### src/sv/fbc_pkg.sv
package fbc_pkg;

	localparam int INODE_COUNT = 64;
	localparam int BLOCK_COUNT = 256;
	localparam int BLOCK_BYTES = 512;

	localparam int CMD_W   = 2;
	localparam int SIZE_W  = 17;
	localparam int INODE_W = 6;
	localparam int VAL_W   = 8;
	localparam int STAT_W  = 2;

	localparam int IW  = $clog2(INODE_COUNT);
	localparam int IPW = $clog2(INODE_COUNT + 1);
	localparam int BW  = $clog2(BLOCK_COUNT);
	localparam int BPW = $clog2(BLOCK_COUNT + 1);
	localparam int OW  = $clog2(BLOCK_BYTES);
	localparam int CW  = SIZE_W - OW;
	localparam int AW  = BW + OW;
	localparam int BYTE_DEPTH = BLOCK_COUNT * BLOCK_BYTES;

	localparam logic [CMD_W-1:0] CMD_CREATE = 2'd0;
	localparam logic [CMD_W-1:0] CMD_WRITE  = 2'd1;
	localparam logic [CMD_W-1:0] CMD_READ   = 2'd2;

	localparam logic [STAT_W-1:0] ST_OK       = 2'd0;
	localparam logic [STAT_W-1:0] ST_NO_INODE = 2'd1;
	localparam logic [STAT_W-1:0] ST_NO_BLOCK = 2'd2;
	localparam logic [STAT_W-1:0] ST_NO_CHAIN = 2'd3;

	typedef enum logic [3:0] {
		OP_IDLE,
		OP_LOAD,
		OP_CR_START,
		OP_CR_LINK,
		OP_NO_CHAIN,
		OP_NO_BLOCK,
		OP_HEAD_RD,
		OP_TAKE_HEAD,
		OP_LINK_RD,
		OP_TAKE_LINK,
		OP_GROW,
		OP_BYTE,
		OP_RESULT
	} op_t;

	typedef struct packed {
		op_t op;
	} ctl_t;

	typedef struct packed {
		logic is_write;
		logic no_inode;
		logic no_block;
		logic chain_ok;
		logic more;
		logic cnt_one;
		logic cur_linked;
	} sts_t;

endpackage

### src/sv/fbc_ctrl.sv
module fbc_ctrl (
	input  logic                      clk,
	input  logic                      arst_n,
	input  logic                      in_valid,
	output logic                      in_stall,
	input  logic [fbc_pkg::CMD_W-1:0] command,
	output logic                      out_valid,
	input  logic                      out_stall,
	input  fbc_pkg::sts_t             sts,
	output fbc_pkg::ctl_t             ctl
);
	import fbc_pkg::*;

	typedef enum logic [8:0] {
		S_IDLE     = 9'b000000001,
		S_CR_START = 9'b000000010,
		S_CR_CHAIN = 9'b000000100,
		S_WK_START = 9'b000001000,
		S_WK_HEAD  = 9'b000010000,
		S_WK_STEP  = 9'b000100000,
		S_WK_LINK  = 9'b001000000,
		S_BYTE     = 9'b010000000,
		S_RESP     = 9'b100000000
	} state_t;

	state_t state_q, state_d;
	logic   out_valid_q;
	logic   out_free;

	assign in_stall  = state_q != S_IDLE;
	assign out_valid = out_valid_q;
	assign out_free  = !out_valid_q || !out_stall;

	always_comb begin
		state_d = state_q;
		ctl.op  = OP_IDLE;
		unique case (state_q)
			S_IDLE: begin
				if (in_valid) begin
					ctl.op = OP_LOAD;
					if (command == CMD_CREATE)
						state_d = S_CR_START;
					else if (command == CMD_WRITE || command == CMD_READ)
						state_d = S_WK_START;
					else
						state_d = S_RESP;
				end
			end
			S_CR_START: begin
				ctl.op = OP_CR_START;
				if (sts.no_inode || sts.no_block || !sts.more)
					state_d = S_RESP;
				else
					state_d = S_CR_CHAIN;
			end
			S_CR_CHAIN: begin
				ctl.op = OP_CR_LINK;
				if (sts.no_block || sts.cnt_one)
					state_d = S_RESP;
			end
			S_WK_START: begin
				if (sts.chain_ok) begin
					ctl.op  = OP_HEAD_RD;
					state_d = S_WK_HEAD;
				end else begin
					ctl.op  = OP_NO_CHAIN;
					state_d = S_RESP;
				end
			end
			S_WK_HEAD: begin
				ctl.op  = OP_TAKE_HEAD;
				state_d = S_WK_STEP;
			end
			S_WK_STEP: begin
				priority if (!sts.more)
					state_d = S_BYTE;
				else if (sts.cur_linked) begin
					ctl.op  = OP_LINK_RD;
					state_d = S_WK_LINK;
				end else if (!sts.is_write) begin
					ctl.op  = OP_NO_CHAIN;
					state_d = S_RESP;
				end else if (sts.no_block) begin
					ctl.op  = OP_NO_BLOCK;
					state_d = S_RESP;
				end else
					ctl.op = OP_GROW;
			end
			S_WK_LINK: begin
				ctl.op  = OP_TAKE_LINK;
				state_d = S_WK_STEP;
			end
			S_BYTE: begin
				ctl.op  = OP_BYTE;
				state_d = S_RESP;
			end
			S_RESP: begin
				if (out_free) begin
					ctl.op  = OP_RESULT;
					state_d = S_IDLE;
				end
			end
			default: state_d = S_IDLE;
		endcase
	end

	always_ff @(posedge clk or negedge arst_n) begin
		if (!arst_n) begin
			state_q     <= S_IDLE;
			out_valid_q <= 1'b0;
		end else begin
			state_q <= state_d;
			if (state_q == S_RESP && out_free)
				out_valid_q <= 1'b1;
			else if (!out_stall)
				out_valid_q <= 1'b0;
		end
	end

endmodule

### config.mk
export PLATFORM = sky130hd
export DESIGN_NAME = fbc_ctrl
export DESIGN_NICKNAME = d
export VERILOG_FILES = /design/src/sv/fbc_pkg.sv /design/src/sv/fbc_ctrl.sv
export SDC_FILE = /design/constraint.sdc
export NUM_CORES = 1
export LEC_CHECK = 0
export BUFFER_PORTS_ARGS = -buffer_cell sky130_fd_sc_hd__clkbuf_2
export CORE_AREA = 2 2 46 48
export CTS_CLUSTER_DIAMETER = 40
export DETAILED_ROUTE_END_ITERATION = 10
export DIE_AREA = 0 0 48 50
export PLACE_DENSITY = 0.63
export SETUP_SLACK_MARGIN = 0.4
export SLEW_MARGIN = 20
export SYNTH_ARGS = -nofsm -noshare
export SYNTH_HDL_FRONTEND = slang
export SYNTH_SLANG_ARGS = --single-unit
### constraint.sdc
create_clock -name clk -period 2.25 [get_ports clk]
set_input_delay 0.225 -clock clk [delete_from_list [all_inputs] [get_ports clk]]
set_output_delay 0.225 -clock clk [all_outputs]
set_load 0.1 [all_outputs]
==> results of run 1 <==
-- layer usage --
| metal | share of wire | wire length (um) | up-vias |
|---|---|---|---|
| met5 | 0 | 0 | - |
| met4 | 0.016 | 38 | 0 |
| met3 | 0.070 | 165 | 4 |
| met2 | 0.50 | 1188 | 50 |
| met1 | 0.41 | 966 | 407 |
| li1 | - | - | 409 |
-- registers in the layout, indices dropped and copies added, names as in the netlist --
signal and flops:
out_valid 1, state_q 9
-- repair_timing --
item	in CTS	in global routing
setup buffers	11	5
pin swaps	6	2
hold buffers	1	0
endpoints found under the hold margin	9	0
endpoints found under the setup margin	6	6
resized for setup	10	5
-- synthesized netlist by cell type, types with 2 or more instances --
cell type  n
dfrtp_1    9
nand2_1    9
inv_1      4
nand3_1    4
a21oi_1    3
and3_1     3
nor2_1     3
nor2b_1    3
o21ai_0    3
or3_1      3
xor2_1     3
and2_1     2
buf_2      2
clkbuf_1   2
ha_1       2
nand2b_1   2
nor3_1     2
nor4b_2    2
o211ai_1   2
o21ai_1    2
xnor2_1    2
-- report_power, final --
part | switching [mW] | internal (mW)
clock | 0.0742 | 0.0985
combinational | 0.491 | 0.357
sequential | 0.0566 | 0.218
-- worst register-to-register path: stages, from the launching register on --
cell and delay [ns]:
dfrtp_2 0.42, buf_4 0.15, nor3_2 0.30, nand2_1 0.20, o41ai_1 0.46, o2111a_1 0.25
-- cell families after synthesis --
logic type	after synthesis	synth area share
AND/OR/NAND/NOR	47	0.4059
AO/OA/AOI/OAI	18	0.1555
flip-flops	10	0.3126
buffers and inverters	8	0.04043
XOR/XNOR	5	0.05444
adder cells (fa/ha/maj)	2	0.03110
-- worst max-delay path by stage --
stage | endpoint | slack (ns) | cells after the start
3_5_place_dp | ctl[0] | 0.26 | 5
5_1_grt | ctl[1] | -0.04 | 5
4_1_cts | ctl[0] | 0.04 | 5
6_report | ctl[3] | 0.03 | 5
2_1_floorplan | ctl[1] | -0.02 | 5
3_3_place_gp | ctl[0] | 0.28 | 5
-- per-stage QoR --
| step | hold slack, ns | worst slack (ns) | utilization |
|---|---|---|---|
| floorplan | -0.07059 | -0.02470 | - |
| global placement | 0.1090 | 0.2756 | 0.5303 |
| detailed placement | 0.1166 | 0.2559 | 0.5303 |
| CTS | 0.1461 | 0.04095 | 0.6184 |
| global route | 0.1608 | -0.03792 | 0.6513 |
| finish | 0.1493 | 0.03079 | 0.6513 |
-- layout make-up --
cell class	instances	area (um2)
fillers	157	663.1
well taps	27	33.78
repair buffers	35	300.3
multi-input cells	72	594.3
clock buffers	4	36.28
flip-flops and latches	10	259.0
inverters	4	15.01
==> flow_summary.json, run 1 <==
{
  "syn_nets": 105,
  "grt_pass1_vias": 760,
  "layout_common_cells": "buf_4, clkbuf_2, nand2_1, dfrtp_2",
  "syn-instance-count": 90,
  "dieArea_um2": 2400,
  "holdPathStages": 2,
  "drv_cap": 0,
  "placedCellCount": 131,
  "via_per_inst": 5.724,
  "cp.required_ns": 2.03,
  "io_pins": 19,
  "clockBufferDepth": 2,
  "r2r_slack_ns": 0.41,
  "setup_tns_ns": 0,
  "crit_chain": "nor4_4, buf_4, or4b_4, nand3_4, buf_12",
  "synthFlopType": "dfrtp_1",
  "start_util": 0.4230,
  "ir_drop_v": 0.001084,
  "cts_sinks": 10,
  "instances_no_fill": 152,
  "yosysUniqueCellTypes": 44,
  "hold_end": "state_q[7]$_DFFE_PN0P_",
  "leakagePower_nw": 0.5769,
  "timing.fmax_mhz": 450.6,
  "row_count": 16,
  "n_antenna_cell": 0,
  "synth_edf_count": 0,
  "grt_busiest_layer": "met2",
  "r2r-end": "state_q[8]$_DFFE_PN0P_",
  "finalHoldViolCount": 0,
  "drive_gt1_frac": 0.5200,
  "cts_buffers": 3,
  "die_width_um": 48,
  "nNetsFinal": 141,
  "drv_slew": 0,
  "fp.dieH_um": 50,
  "worst-path-max-fanout": 5,
  "use_met2": 0.3200,
  "power_mw": 1.295,
  "postRouteAntennaNets": 0,
  "drc_errors": 0,
  "ff2ff_path_depth": 5,
  "drt_iter0_markers": 45,
  "worstMarginPinSlew_ns": 0.5881,
  "outcome": "completed",
  "skew_ns": 0.005721,
  "stdcell_area_um2": 1239,
  "via_count": 870,
  "totalWireLength_um": 2358,
  "fp.coreArea_um2": 1902,
  "htreeDepth": 1,
  "dpl_cell_area_um2": 1008,
  "grt_max_degree": 14,
  "reg2reg_from": "state_q[4]$_DFFE_PN0P_",
  "antenna_found_initial": 0,
  "dp_hpwl_um": 1569,
  "cp_slowest_cell": "or4b_4",
  "path_buf_inv": 2,
  "maxSlewHeadroom": 0.6024,
  "criticalPathCategory": "reg2out",
  "setup_viol": 0,
  "syn_area_um2": 804.5,
  "yosysTopAreaCellShare": 0.2799,
  "wl_per_cell_um": 15.51,
  "cts_tree": "yes",
  "post-route-period-util": 0.9863,
  "area.growth.synth_to_final_pct": 53.97,
  "portBuffers": 18,
  "endpoint_kind": "output port",
  "path_clk_slew_ns": 0.08,
  "start_kind": "register",
  "layout_commonest_cell": "buf_4",
  "rsz0062_at_grt": "true",
  "avgSynthCellArea_um2": 8.939,
  "use_met3": 0.05861,
  "async_reset_ff_frac": 1.000,
  "slowest_delay_ns": 0.47,
  "synth_top_cell_by_area": "dfrtp_1",
  "power_density_nw_per_um2": 1046,
  "met1_usage": 0.2809,
  "place_congestion": 0.8639,
  "ys_ff_latch": 10,
  "grt_pass1_wl_um": 3574,
  "min_path_type": "in2reg",
  "synth-warning-count": 0,
  "cts_root_buf": "clkbuf_4",
  "startpoint": "state_q[3]$_DFFE_PN0P_",
  "synthTopCellsByArea": "dfrtp_1, nand2_1, nor4b_2, dfstp_2, xor2_1",
  "clock_latency_ns": 0.28,
  "grt-ovfl-total": 0,
  "period_needed_ns": 2.219,
  "seq_area_frac_synth": 0.3126,
  "holdCritStartpoint": "sts[2]",
  "crit_family": "simple AND/OR/NAND/NOR gates",
  "grt.total_usage": 0.2175,
  "arrival_ns": 1.99,
  "dr.pass1.iters": 4
}
Note: power is estimated with default switching activity, not from simulation.
==> run 2: changes to the inputs <==
Settings changed: ABC_AREA set to 1, CORE_AREA 2 2 46 48 to 2 2 47 49, DIE_AREA 0 0 48 50 to 0 0 49 51, SLEW_MARGIN 20 to unset.
==> run 2 against run 1 <==
  * Worst hold slack gained 0.084 ns
  * Non-clock buffer count grew 3
  * Combinational power grew 72%
  * Critical path depth grew 4
  * Via count grew 25%
  * Clock skew shrank 0.0052 ns
  * Sequential share of layout area shrank 3.0 points
  * Sequential power grew 3%
==> flow_summary.json, run 2 <==
{
  "outcome": "completed",
  "period_needed_ns": 1.947,
  "arrival_ns": 1.72,
  "yosysTopAreaCellShare": 0.2624,
  "synth-warning-count": 0,
  "synthTopCellsByArea": "dfrtp_1, nand2_1, nand3_1, nor2_1, inv_1",
  "yosysUniqueCellTypes": 20,
  "hold_end": "state_q[7]$_DFFE_PN0P_",
  "leakagePower_nw": 0.7283,
  "criticalPathCategory": "reg2out",
  "io_pins": 19,
  "grt_max_degree": 11,
  "seq_area_frac_synth": 0.2930,
  "r2r-end": "state_q[8]$_DFFE_PN0P_",
  "maxSlewHeadroom": 0.6442,
  "worst-path-max-fanout": 8,
  "power_density_nw_per_um2": 1306,
  "endpoint_kind": "output port",
  "finalHoldViolCount": 0,
  "postRouteAntennaNets": 0,
  "avgSynthCellArea_um2": 6.311,
  "r2r_slack_ns": 0.67,
  "async_reset_ff_frac": 1.000,
  "dieArea_um2": 2499,
  "holdCritStartpoint": "sts[2]",
  "reg2reg_from": "state_q[0]$_DFFE_PN1P_",
  "antenna_found_initial": 0,
  "fp.dieH_um": 51,
  "via_count": 1087,
  "post-route-util": 0.6944,
  "synth_xor_area_frac": 0,
  "start_kind": "register",
  "syn_area_um2": 858.3,
  "min_path_type": "in2reg",
  "largest_register": "state_q",
  "yosysMostFrequentCell": "nand2_1",
  "via_per_inst": 5.277,
  "cts_root_buf": "clkbuf_4",
  "pre_cts_ws_ns": 0.2706,
  "synthFlopType": "dfrtp_1",
  "syn-instance-count": 136,
  "path_clk_slew_ns": 0.07,
  "synth_edf_count": 0,
  "grt_pass1_wl_um": 4574,
  "synth-adder-area-share": 0.02915,
  "largest_reg_flops": 9,
  "drv_cap": 0,
  "timing.fmax_mhz": 513.5,
  "n_antenna_cell": 0,
  "clock_latency_ns": 0.27,
  "post-route-period-util": 0.8654,
  "worstMarginPinSlew_ns": 0.5360,
  "ir_drop_v": 0.001077,
  "grt.total_usage": 0.2389,
  "setup_viol": 0,
  "holdPathStages": 2,
  "ff2ff_path_depth": 11,
  "cts_buffers": 3,
  "area.growth.synth_to_final_pct": 66.91,
  "synth_top_family_by_area": "simple AND/OR/NAND/NOR gates",
  "ys_ff_latch": 10,
  "cts_tree": "yes",
  "wl_per_cell_um": 13.70,
  "syn_nets": 151,
  "totalWireLength_um": 2823,
  "fin_ws_ns": 0.3027,
  "drc_errors": 0,
  "place_congestion": 0.8650,
  "synth_compound_area_frac": 0.06268,
  "cp.required_ns": 2.03,
  "die_width_um": 49,
  "row_count": 17,
  "drive_gt1_frac": 0.5000,
  "cts_sinks": 10,
  "yosys-top-cells-count": "nand2_1, nor2_1, inv_1",
  "start_util": 0.4160,
  "muxShareOfSynthArea": 0,
  "skew_ns": 0.0005194,
  "dr.pass1.iters": 4,
  "htreeDepth": 1,
  "power_mw": 1.871,
  "clockBufferDepth": 2,
  "fp.coreArea_um2": 2063,
  "nNetsFinal": 194,
  "synthSimpleGateAreaFrac": 0.5102,
  "drt_iter0_markers": 27,
  "portBuffers": 18,
  "layout_common_cells": "nand2_1, nor2_1, buf_4, inv_1, clkbuf_2",
  "grt-ovfl-total": 0,
  "grt_pass1_vias": 1048,
  "rsz0062_at_grt": "true",
  "stdcell_area_um2": 1433,
  "timing.hold.ws_ns": 0.2337,
  "layout_commonest_cell": "nand2_1",
  "dp_hpwl_um": 1850,
  "synth_top_cell_by_area": "dfrtp_1",
  "dpl_cell_area_um2": 1057,
  "drv_slew": 0
}
-- run 2: cell types whose count changed after synthesis, sizes merged, moves of 3 or more --
cell | previous run | this run
nand4 | 1 | 4
and3 | 3 | 0
nor2b | 3 | 0
inv | 4 | 24
nand2 | 9 | 35
nand2b | 3 | 0
nor4b | 3 | 0
nor2 | 3 | 32
xor2 | 3 | 0
or3 | 4 | 0
nand3 | 4 | 18
-- run 2: worst max path at each step --
stage | start | to | cells after the start
after floorplan | state_q[8]$_DFFE_PN0P_ | ctl[1] | 5
after global placement | state_q[2]$_DFFE_PN0P_ | ctl[0] | 8
after detailed placement | state_q[0]$_DFFE_PN1P_ | ctl[0] | 8
after CTS | state_q[0]$_DFFE_PN1P_ | ctl[0] | 9
after global routing | state_q[3]$_DFFE_PN0P_ | ctl[0] | 9
final | state_q[3]$_DFFE_PN0P_ | ctl[0] | 9
-- run 2: layout make-up --
class                      count  area, um2
tap                           28      35.03
inverter                      24      92.59
clock buffer                   4      26.28
sequential                    10      256.5
multi-input combinational    102      716.9
fill                         173      630.6
timing repair buffer          38      305.3
-- run 2: routing by layer --
| metal | part of all wire | vias up | track usage |
|---|---|---|---|
| li1 | - | 518 | - |
| met1 | 0.40 | 506 | 0.2729 |
| met2 | 0.51 | 55 | 0.4406 |
| met3 | 0.058 | 8 | 0.03801 |
| met4 | 0.027 | 0 | 0.1048 |
| met5 | 0 | - | 0 |
-- run 2: metrics by stage --
step | TNS [ns] | instances
floorplan | -0.4419 | 136
detailed placement | 0 | 182
global route | 0 | 206
finish | 0 | 206
CTS | 0 | 200
global placement | 0 | 182
-- run 2: worst max-delay path: stages, from the launching register on --
cell      delay, ns
dfrtp_1        0.41
inv_2          0.10
nand2_4        0.07
nor2_4         0.13
buf_12         0.14
nand4_1        0.10
nand2_1        0.15
nor2_4         0.05
o221ai_2       0.07
buf_8          0.23
-- run 2: what timing repair did --
item	CTS	global route
setup buffers	13	6
hold buffers	1	0
gates resized for setup	38	11
endpoints found under the setup margin	4	5
hold endpoints to repair	9	0
pin swaps	11	7
-- run 2: where the power goes --
group | internal [mW] | switching (mW) | total [mW]
sequential | 0.231 | 0.0508 | 0.282
combinational | 0.499 | 0.957 | 1.46
clock | 0.0687 | 0.0649 | 0.134
-- run 2: kinds of logic (layout without fill, tap and decap cells) --
kind of cell,after synthesis,count (layout)
compound gates,8,8
fa+ha+maj,2,2
buf+inv,24,66
flops,10,10
simple gates,92,92
==> run 3: changes to the inputs <==
Settings changed: BUFFER_PORTS_ARGS -buffer_cell sky130_fd_sc_hd__clkbuf_2 to unset, DONT_BUFFER_PORTS set to 1, PLACE_DENSITY 0.63 to 0.54.
==> run 3 against run 2 <==
  * Global-route usage up 2.3 points
  * Sequential share of layout area grew 0.078 points
  * Largest power group unchanged
  * Power grew 5.1%
  * Die area unchanged
==> flow_summary.json, run 3 (same netlist as run 2, synthesis figures left out) <==
{
  "reg2reg_from": "state_q[5]$_DFFE_PN0P_",
  "dp_hpwl_um": 1812,
  "die_width_um": 49,
  "grt_pass1_wl_um": 4919,
  "wl_per_cell_um": 14.66,
  "dr.pass1.iters": 4,
  "cts_tree": "yes",
  "power_mw": 1.966,
  "via_count": 1063,
  "post-route-period-util": 0.8895,
  "ff2ff_path_depth": 11,
  "clock_latency_ns": 0.27,
  "cts_root_buf": "clkbuf_4",
  "power_density_nw_per_um2": 1379,
  "layout_commonest_cell": "nand2_1",
  "worstMarginPinSlew_ns": 0.5005,
  "criticalPathCategory": "reg2out",
  "stdcell_area_um2": 1426,
  "drc_errors": 0,
  "layout_common_cells": "nand2_1, buf_4, nor2_1, inv_1, nand3_1",
  "cp.required_ns": 2.03,
  "grt.total_usage": 0.2622,
  "leakagePower_nw": 0.7039,
  "timing.fmax_mhz": 499.7,
  "htreeDepth": 1,
  "worst-path-max-fanout": 3,
  "dpl_cell_area_um2": 1035,
  "grt_pass1_vias": 1039,
  "largest_reg_flops": 9,
  "portBuffers": 0,
  "area.growth.synth_to_final_pct": 66.18,
  "drv_cap": 0,
  "postRouteAntennaNets": 0,
  "timing.hold.ws_ns": 0.004568,
  "instances_no_fill": 199,
  "ir_drop_v": 0.001602,
  "endpoint_kind": "output port",
  "r2r_slack_ns": 0.49,
  "outcome": "completed",
  "via_per_inst": 5.342,
  "grt_max_degree": 11,
  "nNetsFinal": 187,
  "holdCritStartpoint": "sts[2]",
  "drt_iter0_markers": 51,
  "r2r-end": "state_q[8]$_DFFE_PN0P_",
  "fp.dieH_um": 51,
  "min_path_type": "in2reg",
  "start_util": 0.4160,
  "cts_buffers": 3,
  "grt-ovfl-total": 0,
  "placedCellCount": 170,
  "drive_gt1_frac": 0.4678,
  "row_count": 17,
  "totalWireLength_um": 2918,
  "n_antenna_cell": 0,
  "path_clk_slew_ns": 0.08,
  "skew_ns": 0.01088,
  "arrival_ns": 1.78,
  "clockBufferDepth": 2,
  "maxSlewHeadroom": 0.6652,
  "dieArea_um2": 2499,
  "hold_end": "state_q[7]$_DFFE_PN0P_",
  "drv_slew": 0,
  "fp.coreArea_um2": 2063,
  "period_needed_ns": 2.001,
  "holdPathStages": 1,
  "setup_viol": 0,
  "largest_register": "state_q",
  "antenna_found_initial": 0,
  "rsz0062_at_grt": "true",
  "place_congestion": 0.9289,
  "io_pins": 19,
  "finalHoldViolCount": 0,
  "start_kind": "register",
  "cts_sinks": 10,
  "post-route-util": 0.6913
}
==> run 3: timing repair <==
action                                  4_1_cts  5_1_grt
endpoints found under the hold margin        10        0
gates resized for setup                      37        5
hold buffers                                  1        0
pin swaps                                     8       11
setup buffers                                19        5
endpoints found under the setup margin        4        4
==> run 3: worst max-delay path: stages, from the launching register on <==
cell	delay, ns
dfstp_2	0.54
inv_2	0.05
nand2_4	0.07
buf_4	0.14
nor2_1	0.05
nand3_1	0.12
nand2_2	0.09
nor2_4	0.14
o221ai_2	0.12
buf_12	0.18
==> run 3: stage by stage <==
step	setup WS (ns)	setup TNS [ns]
2_1_floorplan	-0.3148	-0.4419
3_3_place_gp	0.3008	0
3_5_place_dp	0.3431	0
4_1_cts	0.2399	0
5_1_grt	0.1716	0
6_report	0.2487	0
==> run 3: layout make-up <==
class / count / area, um2
multi-input combinational: 102 / 709.4
fill: 182 / 636.9
timing repair buffer: 31 / 306.5
sequential: 10 / 256.5
inverter: 24 / 92.59
tap: 28 / 35.03
clock buffer: 4 / 26.28
==> run 3: report_power, final <==
part	total, mW	switching, mW	internal [mW]	leakage [nW]
Sequential	0.279	0.0473	0.231	0.128
Combinational	1.55	0.967	0.582	0.561
Clock	0.138	0.0698	0.0687	0.0150
==> run 3: metal layers <==
layer,vias up,share of wire,global-route usage
li1,510,-,-
met1,478,0.39,0.3267
met2,65,0.51,0.4543
met3,10,0.066,0.02632
met4,0,0.026,0.1286
met5,-,0,0
==> run 3: worst max path at each step <==
| stage | startpoint | end | slack, ns |
|---|---|---|---|
| after detailed placement | state_q[0]$_DFFE_PN1P_ | ctl[0] | 0.34 |
| after CTS | state_q[0]$_DFFE_PN1P_ | ctl[0] | 0.24 |
| after global routing | state_q[0]$_DFFE_PN1P_ | ctl[0] | 0.17 |
| after floorplan | state_q[8]$_DFFE_PN0P_ | ctl[1] | -0.31 |
| final | state_q[0]$_DFFE_PN1P_ | ctl[0] | 0.25 |
| after global placement | state_q[0]$_DFFE_PN1P_ | ctl[0] | 0.30 |
